==> config.mk <==
export PLATFORM = sky130hd
export DESIGN_NAME = console_line_editor
export DESIGN_NICKNAME = d
export VERILOG_FILES = /design/src/cle_pkg.sv /design/src/cle_ram.sv /design/src/cle_datapath.sv /design/src/cle_controller.sv /design/src/console_line_editor.sv
export SDC_FILE = /design/constraint.sdc
export NUM_CORES = 1
export LEC_CHECK = 0
export ABC_AREA = 1
export BUFFER_PORTS_ARGS = -buffer_cell sky130_fd_sc_hd__buf_4
export CAP_MARGIN = 0
export CORE_MARGIN = 1
export CORE_UTILIZATION = 52
export DETAILED_ROUTE_END_ITERATION = 10
export PLACE_DENSITY = 0.77
export SKIP_CTS_REPAIR_TIMING = 1
export SYNTH_ARGS = -nofsm -noshare
export SYNTH_HDL_FRONTEND = slang
export SYNTH_SLANG_ARGS = --single-unit
==> constraint.sdc <==
create_clock -name clk_i -period 6.2 [get_ports clk_i]
set_input_delay 0.31 -clock clk_i [delete_from_list [all_inputs] [get_ports clk_i]]
set_output_delay 0.31 -clock clk_i [all_outputs]
set_load 0.02 [all_outputs]
==> src/cle_pkg.sv <==
// Package for the console line editor: key codes, key classes and the
// command and status structs between controller and datapath. No dependencies.
`default_nettype none

package cle_pkg;

  localparam int unsigned LineDepth = 64;

  localparam logic [7:0] KeyBackspace = 8'h08;
  localparam logic [7:0] KeyNewline   = 8'h0A;
  localparam logic [7:0] KeyEof       = 8'h04;
  localparam logic [7:0] KeyKill      = 8'h15;

  typedef enum logic [2:0] {
    ClassPlain,
    ClassNewline,
    ClassBackspace,
    ClassKill,
    ClassEof
  } key_class_e;

  typedef struct packed {
    logic store;       // write key at fill index and advance
    logic fill_dec;    // drop last stored byte
    logic fill_clr;    // empty the line
    logic len_store;   // line ends on the byte being stored
    logic len_eof;     // line ends on end-of-file, nothing stored
    logic rd_en;       // issue a line store read
    logic out_raw;     // load output with the key byte
    logic out_empty;   // load output with the empty-line marker
    logic out_ram;     // load output with the line store read data
  } cmd_t;

  typedef struct packed {
    logic       raw;
    logic       fill_zero;
    logic       fill_last;
    logic       rd_last;
    logic       out_free;
    key_class_e key_class;
  } sts_t;

  function automatic key_class_e classify(input logic [7:0] key);
    key_class_e cls;
    priority if (key == KeyBackspace) cls = ClassBackspace;
    else if (key == KeyNewline) cls = ClassNewline;
    else if (key == KeyEof) cls = ClassEof;
    else if (key == KeyKill) cls = ClassKill;
    else cls = ClassPlain;
    return cls;
  endfunction

endpackage

`default_nettype wire

==> src/cle_ram.sv <==
// Generic single-port-write, single-port-read RAM with registered read data.
// No dependencies.
`default_nettype none

module cle_ram #(
  parameter int unsigned WIDTH = 8,
  parameter int unsigned DEPTH = 64
) (
  input  wire logic                     clk_i,
  input  wire logic                     we_i,
  input  wire logic [$clog2(DEPTH)-1:0] waddr_i,
  input  wire logic [WIDTH-1:0]         wdata_i,
  input  wire logic                     re_i,
  input  wire logic [$clog2(DEPTH)-1:0] raddr_i,
  output logic      [WIDTH-1:0]         rdata_o
);

  logic [WIDTH-1:0] mem_q [DEPTH];
  logic [WIDTH-1:0] rdata_q;

  always_ff @(posedge clk_i) begin
    if (we_i) begin
      mem_q[waddr_i] <= wdata_i;
    end
    if (re_i) begin
      rdata_q <= mem_q[raddr_i];
    end
  end

  assign rdata_o = rdata_q;

endmodule

`default_nettype wire

==> src/cle_datapath.sv <==
// Datapath of the console line editor: mode register, fill and read indexes,
// line store and output register. Depends on cle_pkg and cle_ram.
`default_nettype none

module cle_datapath #(
  parameter int unsigned LINE_DEPTH = cle_pkg::LineDepth
) (
  input  wire logic          clk_i,
  input  wire logic          rst_ni,
  input  wire logic          cfg_we_i,
  input  wire logic          cfg_wdata_i,
  input  wire logic [7:0]    key_byte_i,
  input  wire logic          out_stall_i,
  input  wire cle_pkg::cmd_t cmd_i,
  output cle_pkg::sts_t      sts_o,
  output logic               out_valid_o,
  output logic [7:0]         out_byte_o,
  output logic               last_o,
  output logic               empty_line_o
);

  localparam int unsigned AddrW = $clog2(LINE_DEPTH);

  logic             raw_q;
  logic [AddrW-1:0] fill_q, fill_d;
  logic [AddrW-1:0] last_idx_q;
  logic [AddrW-1:0] rd_idx_q;
  logic             rd_last_q;
  logic             out_valid_q;
  logic [7:0]       out_byte_q;
  logic             last_q;
  logic             empty_q;
  logic [7:0]       rdata;

  cle_ram #(
    .WIDTH(8),
    .DEPTH(LINE_DEPTH)
  ) u_line_store (
    .clk_i  (clk_i),
    .we_i   (cmd_i.store),
    .waddr_i(fill_q),
    .wdata_i(key_byte_i),
    .re_i   (cmd_i.rd_en),
    .raddr_i(rd_idx_q),
    .rdata_o(rdata)
  );

  always_comb begin
    fill_d = fill_q;
    priority if (cmd_i.fill_clr || cmd_i.len_store || cmd_i.len_eof) begin
      fill_d = '0;
    end else if (cmd_i.store) begin
      fill_d = fill_q + AddrW'(1);
    end else if (cmd_i.fill_dec) begin
      fill_d = fill_q - AddrW'(1);
    end else begin
      fill_d = fill_q;
    end
  end

  always_ff @(posedge clk_i or negedge rst_ni) begin
    if (!rst_ni) begin
      raw_q       <= 1'b0;
      fill_q      <= '0;
      out_valid_q <= 1'b0;
    end else begin
      if (cfg_we_i) begin
        raw_q <= cfg_wdata_i;
      end
      fill_q <= fill_d;
      if (cmd_i.out_raw || cmd_i.out_empty || cmd_i.out_ram) begin
        out_valid_q <= 1'b1;
      end else if (!out_stall_i) begin
        out_valid_q <= 1'b0;
      end
    end
  end

  always_ff @(posedge clk_i) begin
    if (cmd_i.len_store) begin
      last_idx_q <= fill_q;
      rd_idx_q   <= '0;
    end else if (cmd_i.len_eof) begin
      last_idx_q <= fill_q - AddrW'(1);
      rd_idx_q   <= '0;
    end else if (cmd_i.rd_en) begin
      rd_idx_q <= rd_idx_q + AddrW'(1);
    end
    if (cmd_i.rd_en) begin
      rd_last_q <= (rd_idx_q == last_idx_q);
    end
    if (cmd_i.out_raw) begin
      out_byte_q <= key_byte_i;
      last_q     <= 1'b1;
      empty_q    <= 1'b0;
    end else if (cmd_i.out_empty) begin
      out_byte_q <= 8'h00;
      last_q     <= 1'b1;
      empty_q    <= 1'b1;
    end else if (cmd_i.out_ram) begin
      out_byte_q <= rdata;
      last_q     <= rd_last_q;
      empty_q    <= 1'b0;
    end
  end

  always_comb begin
    sts_o.raw       = raw_q;
    sts_o.fill_zero = (fill_q == '0);
    sts_o.fill_last = (fill_q == AddrW'(LINE_DEPTH - 1));
    sts_o.rd_last   = rd_last_q;
    sts_o.out_free  = !out_valid_q || !out_stall_i;
    sts_o.key_class = cle_pkg::classify(key_byte_i);
  end

  assign out_valid_o  = out_valid_q;
  assign out_byte_o   = out_byte_q;
  assign last_o       = last_q;
  assign empty_line_o = empty_q;

endmodule

`default_nettype wire

==> src/cle_controller.sv <==
// Controller of the console line editor: accepts key words, edits the line
// and sequences line delivery. Depends on cle_pkg.
`default_nettype none

module cle_controller (
  input  wire logic          clk_i,
  input  wire logic          rst_ni,
  input  wire logic          in_valid_i,
  input  wire cle_pkg::sts_t sts_i,
  output logic               in_stall_o,
  output cle_pkg::cmd_t      cmd_o
);

  typedef enum logic [1:0] {
    S_IDLE,
    S_FETCH,
    S_SEND
  } state_e;

  state_e state_q, state_d;
  logic   accept;

  always_comb begin
    in_stall_o = (state_q != S_IDLE) || !sts_i.out_free;
    accept     = in_valid_i && !in_stall_o;
    cmd_o      = '0;
    state_d    = state_q;
    unique case (state_q)
      S_IDLE: begin
        if (accept) begin
          if (sts_i.raw) begin
            cmd_o.out_raw = 1'b1;
          end else begin
            unique case (sts_i.key_class)
              cle_pkg::ClassBackspace: begin
                cmd_o.fill_dec = !sts_i.fill_zero;
              end
              cle_pkg::ClassKill: begin
                cmd_o.fill_clr = 1'b1;
              end
              cle_pkg::ClassEof: begin
                if (sts_i.fill_zero) begin
                  cmd_o.out_empty = 1'b1;
                end else begin
                  cmd_o.len_eof = 1'b1;
                  state_d       = S_FETCH;
                end
              end
              cle_pkg::ClassNewline: begin
                cmd_o.store     = 1'b1;
                cmd_o.len_store = 1'b1;
                state_d         = S_FETCH;
              end
              default: begin
                cmd_o.store = 1'b1;
                if (sts_i.fill_last) begin
                  cmd_o.len_store = 1'b1;
                  state_d         = S_FETCH;
                end
              end
            endcase
          end
        end
      end
      S_FETCH: begin
        cmd_o.rd_en = 1'b1;
        state_d     = S_SEND;
      end
      S_SEND: begin
        if (sts_i.out_free) begin
          cmd_o.out_ram = 1'b1;
          state_d       = sts_i.rd_last ? S_IDLE : S_FETCH;
        end
      end
      default: begin
        state_d = S_IDLE;
      end
    endcase
  end

  always_ff @(posedge clk_i or negedge rst_ni) begin
    if (!rst_ni) begin
      state_q <= S_IDLE;
    end else begin
      state_q <= state_d;
    end
  end

endmodule

`default_nettype wire

==> src/console_line_editor.sv <==
// Console line editor, top level. Joins the controller and the datapath.
// Depends on cle_pkg, cle_controller, cle_datapath and cle_ram.
//
// Key words enter on in_valid_i/in_stall_o/key_byte_i; result words leave on
// out_valid_o/out_stall_i with out_byte_o, last_o and empty_line_o. The
// receiver of each channel drives stall; a word moves when valid is high and
// stall is low. raw_mode is written with cfg_we_i/cfg_wdata_i; the user must
// do so only while idle, as the block does not enforce it. In raw mode each key
// word appears in the output register the cycle after it is taken, with last
// set, and a key word is taken every cycle unless the receiver stalls a held
// word. In cooked mode editing keys give no result. A line ended by newline,
// end-of-file or a full store is read back from the line store byte by byte,
// S_FETCH reading and S_SEND loading the registered read data into the output
// register; input is stalled until the last byte is loaded. An empty line
// ended by end-of-file gives a single empty-line word the cycle after the key.
// Input is also stalled while the output register holds a word that the
// receiver stalls; held words never change. Reset empties the line, clears the
// output valid flag and selects cooked mode; the line store needs no clear.
`default_nettype none

module console_line_editor #(
  parameter int unsigned LINE_DEPTH = cle_pkg::LineDepth
) (
  input  wire logic       clk_i,
  input  wire logic       rst_ni,
  input  wire logic       cfg_we_i,
  input  wire logic       cfg_wdata_i,
  input  wire logic       in_valid_i,
  output logic            in_stall_o,
  input  wire logic [7:0] key_byte_i,
  output logic            out_valid_o,
  input  wire logic       out_stall_i,
  output logic      [7:0] out_byte_o,
  output logic            last_o,
  output logic            empty_line_o
);

  cle_pkg::cmd_t cmd;
  cle_pkg::sts_t sts;

  cle_controller u_ctrl (
    .clk_i     (clk_i),
    .rst_ni    (rst_ni),
    .in_valid_i(in_valid_i),
    .sts_i     (sts),
    .in_stall_o(in_stall_o),
    .cmd_o     (cmd)
  );

  cle_datapath #(
    .LINE_DEPTH(LINE_DEPTH)
  ) u_dp (
    .clk_i       (clk_i),
    .rst_ni      (rst_ni),
    .cfg_we_i    (cfg_we_i),
    .cfg_wdata_i (cfg_wdata_i),
    .key_byte_i  (key_byte_i),
    .out_stall_i (out_stall_i),
    .cmd_i       (cmd),
    .sts_o       (sts),
    .out_valid_o (out_valid_o),
    .out_byte_o  (out_byte_o),
    .last_o      (last_o),
    .empty_line_o(empty_line_o)
  );

endmodule

`default_nettype wire

==> impl_metrics.py <==
metrics = {
    "status": {
        "status": "completed",
    },
    "floorplanning": {
        "die_w_um": 211.9,
        "io_pins": 26,
        "die_area_um2": 44880,
        "dieHeight_um": 211.9,
        "start_util_pct": 52.93,
        "core_area_um2": 43270,
        "num_rows": 76,
    },
    "power_and_ir_drop": {
        "p_leak_nw": 8.823,
        "seq_power_share_pct": 39.6,
        "power_switching_w": 0.004134,
        "intPower_w": 0.007187,
        "p_per_area_nw_per_um2": 446.2,
        "switching_share_pct": 36.52,
        "ir_worst_vdd_mv": 0.2626,
        "power.share.clock_pct": 29.9,
        "combinationalPowerShare_pct": 30.5,
    },
    "synth": {
        "synth_top_flop_cell": "edfxtp_1",
        "synth.distinct_cells": 33,
        "synth_area_um2": 22900,
        "yosysTopAreaCellShare_pct": 70.16,
        "synth_nets": 2039,
        "postSynthCellCount": 2021,
        "ys_async_sr_fraction_pct": 1.808,
        "syn_area_per_cell_um2": 11.33,
        "yosysWarnings": 0,
        "yosys-top-cells-area": "edfxtp_1 (70%), nand2_1 (6.9%), nor2_1 (6.5%)",
        "synth-seq-cells": 553,
        "synth-edff-count": 535,
        "yosysMostFrequentCell": "edfxtp_1",
        "yosys-top-cells-count": "edfxtp_1 (535), nand2_1 (418), nor2_1 (398)",
        "synth_largest_area_cell": "edfxtp_1",
        "yosysSeqAreaShare_pct": 71.95,
    },
    "global_routing": {
        "grt_util_all_layers_pct": 26.55,
        "grt_max_degree": 132,
        "antenna_found_initial": 0,
        "grt_use_met2_pct": 42.29,
        "grt.busiest_layer": "met2",
        "grt_pass1_vias": 15230,
        "grt_pass1_wl_um": 87820,
        "met3_usage_pct": 4.436,
        "met1_usage_pct": 36.22,
        "overflow": 0,
    },
    "setup_path": {
        "cp_max_fo": 131,
        "cp-end-kind": "flop",
        "cp.required_ns": 6.55,
        "r2r_slack_ns": 2.91,
        "cpPeakStageDelay_ns": 0.88,
        "arrival_ns": 3.64,
        "crit_chain": "inv_6 -> buf_4 -> o21ai_0 -> nand3_1 -> nand3_1 -> nand2_1 -> nand3_1 -> nand2_1",
        "path_common_cell": "nand3_1",
        "r2r-start": "u_dp.rd_idx_q[0]",
        "cp-start-kind": "flop",
        "r2r_cells": 8,
        "setup.worst_path.class": "reg2reg",
        "slowest_stage": "dfxtp_4",
        "r2r-end": "u_dp.u_line_store.rdata_o[5]",
    },
    "route": {
        "drc_errors": 0,
        "avgRoutedWirePerCell_um": 22.09,
        "drt_wl_total_um": 58450,
        "route.vias.total": 15800,
        "drt-pass1-iter-count": 8,
        "antenna_left": 0,
        "via_per_inst": 5.973,
        "first_iter_violations": 2248,
    },
    "min_path": {
        "min-delay-start": "key_byte_i[1]",
        "min_to": "u_dp.u_line_store.mem_q[56][1]",
        "whs_path_depth": 1,
        "min_path_type": "in2reg",
    },
    "clocking": {
        "cts_tree": "built",
        "htreeDepth": 2,
        "clockRootBuffer": "clkbuf_16",
        "clock_path_buffers": 3,
        "cts_buffers": 54,
        "clock-sinks": 553,
        "path_clk_slew_ns": 0.06,
        "clk_latency_ns": 0.62,
    },
    "timing": {
        "setup_tns_ns": 0,
        "fin_crit_ns": 3.293,
        "finalCritPeriodShare_pct": 53.11,
        "worst_slew_margin_rel_pct": 17.94,
        "final_max_slew_viol_count": 0,
        "setup_viol": 0,
        "clock.fmax_ghz": 0.3037,
        "fin_skew_ns": 0.02143,
        "worst_slew_pin_slew_ns": 1.223,
        "hold_viol_final": 0,
        "worst_slack_ns": 2.907,
        "rsz0062_at_grt": "false",
    },
    "cells_and_area": {
        "stdcell_area_um2": 25370,
        "syn_to_final_growth_pct": 10.79,
        "antenna_cells": 0,
        "fillCellCount": 3317,
        "num-nets-final": 2034,
        "drive_above_1_share_pct": 7.569,
    },
    "placed_design": {
        "finalWeightedCongestion": 0.9714,
        "dp_hpwl_um": 34890,
        "portBuffers": 25,
        "post_dp_cell_area_um2": 23490,
        "place_ws_ns": 2.563,
    },
    "run": {
        "maxCapViolCount": 0,
    },
}
-- final cells by class --
cell class | instances | area [um^2] | area share (%)
flip-flops and latches | 553 | 16480 | 64.97
clock buffers | 66 | 1396 | 5.504
clock inverters | 35 | 450.4 | 1.775
well taps | 585 | 732.0 | 2.885
repair buffers | 48 | 367.9 | 1.450
multi-input cells | 1326 | 5809 | 22.90
inverters | 33 | 131.4 | 0.5178
-- worst max path at each step --
stage | start | end | depth (start not counted)
after floorplan | u_dp.out_valid_o | u_dp.u_line_store.mem_q[21][0] | 7
after global placement | key_byte_i[4] | u_dp.u_line_store.mem_q[45][1] | 11
after detailed placement | key_byte_i[5] | u_dp.u_line_store.mem_q[21][3] | 9
after CTS | u_dp.rd_idx_q[0] | u_dp.u_line_store.rdata_o[4] | 8
after global routing | u_dp.rd_idx_q[0] | u_dp.u_line_store.rdata_o[5] | 10
final | u_dp.rd_idx_q[0] | u_dp.u_line_store.rdata_o[5] | 8
-- cell families after synthesis --
group / Yosys count / synth area share [%]
xor gates and xnor gates: 8 / 0.3060
buffers and inverters: 142 / 2.683
DFF: 553 / 71.95
adders and majority gates: 4 / 0.2186
and+or+nand+nor: 1075 / 19.51
AOI/OAI and AO/OA: 239 / 5.333
-- per-layer routing --
metal,up-vias,share of wire (%)
li1,7032,-
met1,7594,39
met2,1021,47
met3,157,11
met4,0,3.6
met5,-,0
-- flip-flops by register name, indices dropped and copies added (netlist names) --
register,cells
u_dp.u_line_store.mem_q,512
u_dp.out_byte_o,8
u_dp.u_line_store.rdata_o,8
u_dp.fill_q,6
u_dp.last_idx_q,6
u_dp.rd_idx_q,6
u_ctrl.state_q,2
u_dp.empty_line_o,1
u_dp.last_o,1
u_dp.out_valid_o,1
u_dp.raw_q,1
u_dp.rd_last_q,1
-- critical path, delay by kind of cell (launching register included) --
family,cells,cell delay (ns)
DFF,1,0.88
and+or+nand+nor,5,0.72
buffers and inverters,2,1.00
AOI/OAI and AO/OA,1,0.33
-- stage by stage --
step / hold WS, ns / utilization (%) / instances / total power (W)
after floorplan: 0.01441 / - / 2021 / 0.006850
after global placement: 0.1448 / 54.30 / 2542 / 0.007819
after detailed placement: 0.1532 / 54.30 / 2542 / 0.007884
after CTS: -0.4849 / 58.57 / 2643 / 0.01125
after global routing: 0.04145 / 58.64 / 2646 / 0.01182
final: 0.05683 / 58.64 / 2646 / 0.01132
-- placed cells by master (no fill, tap or decap), drive strengths merged, types with 4 or more instances in the layout --
| master | instances |
|---|---|
| clkbuf | 66 |
| nand4 | 7 |
| o211ai | 9 |
| bufinv | 9 |
| ha | 4 |
| edfxtp | 535 |
| nand3 | 229 |
| buf | 45 |
| or2 | 5 |
| dfrtp | 10 |
| nor3 | 4 |
| nor2 | 403 |
| inv | 32 |
| nand2 | 423 |
| clkinv | 23 |
| xor2 | 7 |
| o21ai | 191 |
| dfxtp | 8 |
| clkinvlp | 4 |
| a21oi | 38 |
-- power by group through the flow --
stage / Sequential [W] / Combinational [W] / Clock [W]
detailed placement: 0.00455 / 0.00333 / 0
CTS: 0.00447 / 0.00337 / 0.00341
finish: 0.00448 / 0.00345 / 0.00339
global placement: 0.00454 / 0.00328 / 0
global route: 0.00450 / 0.00378 / 0.00355
floorplan: 0.00437 / 0.00248 / 0
No activity file was read; power rests on OpenSTA's default activity.
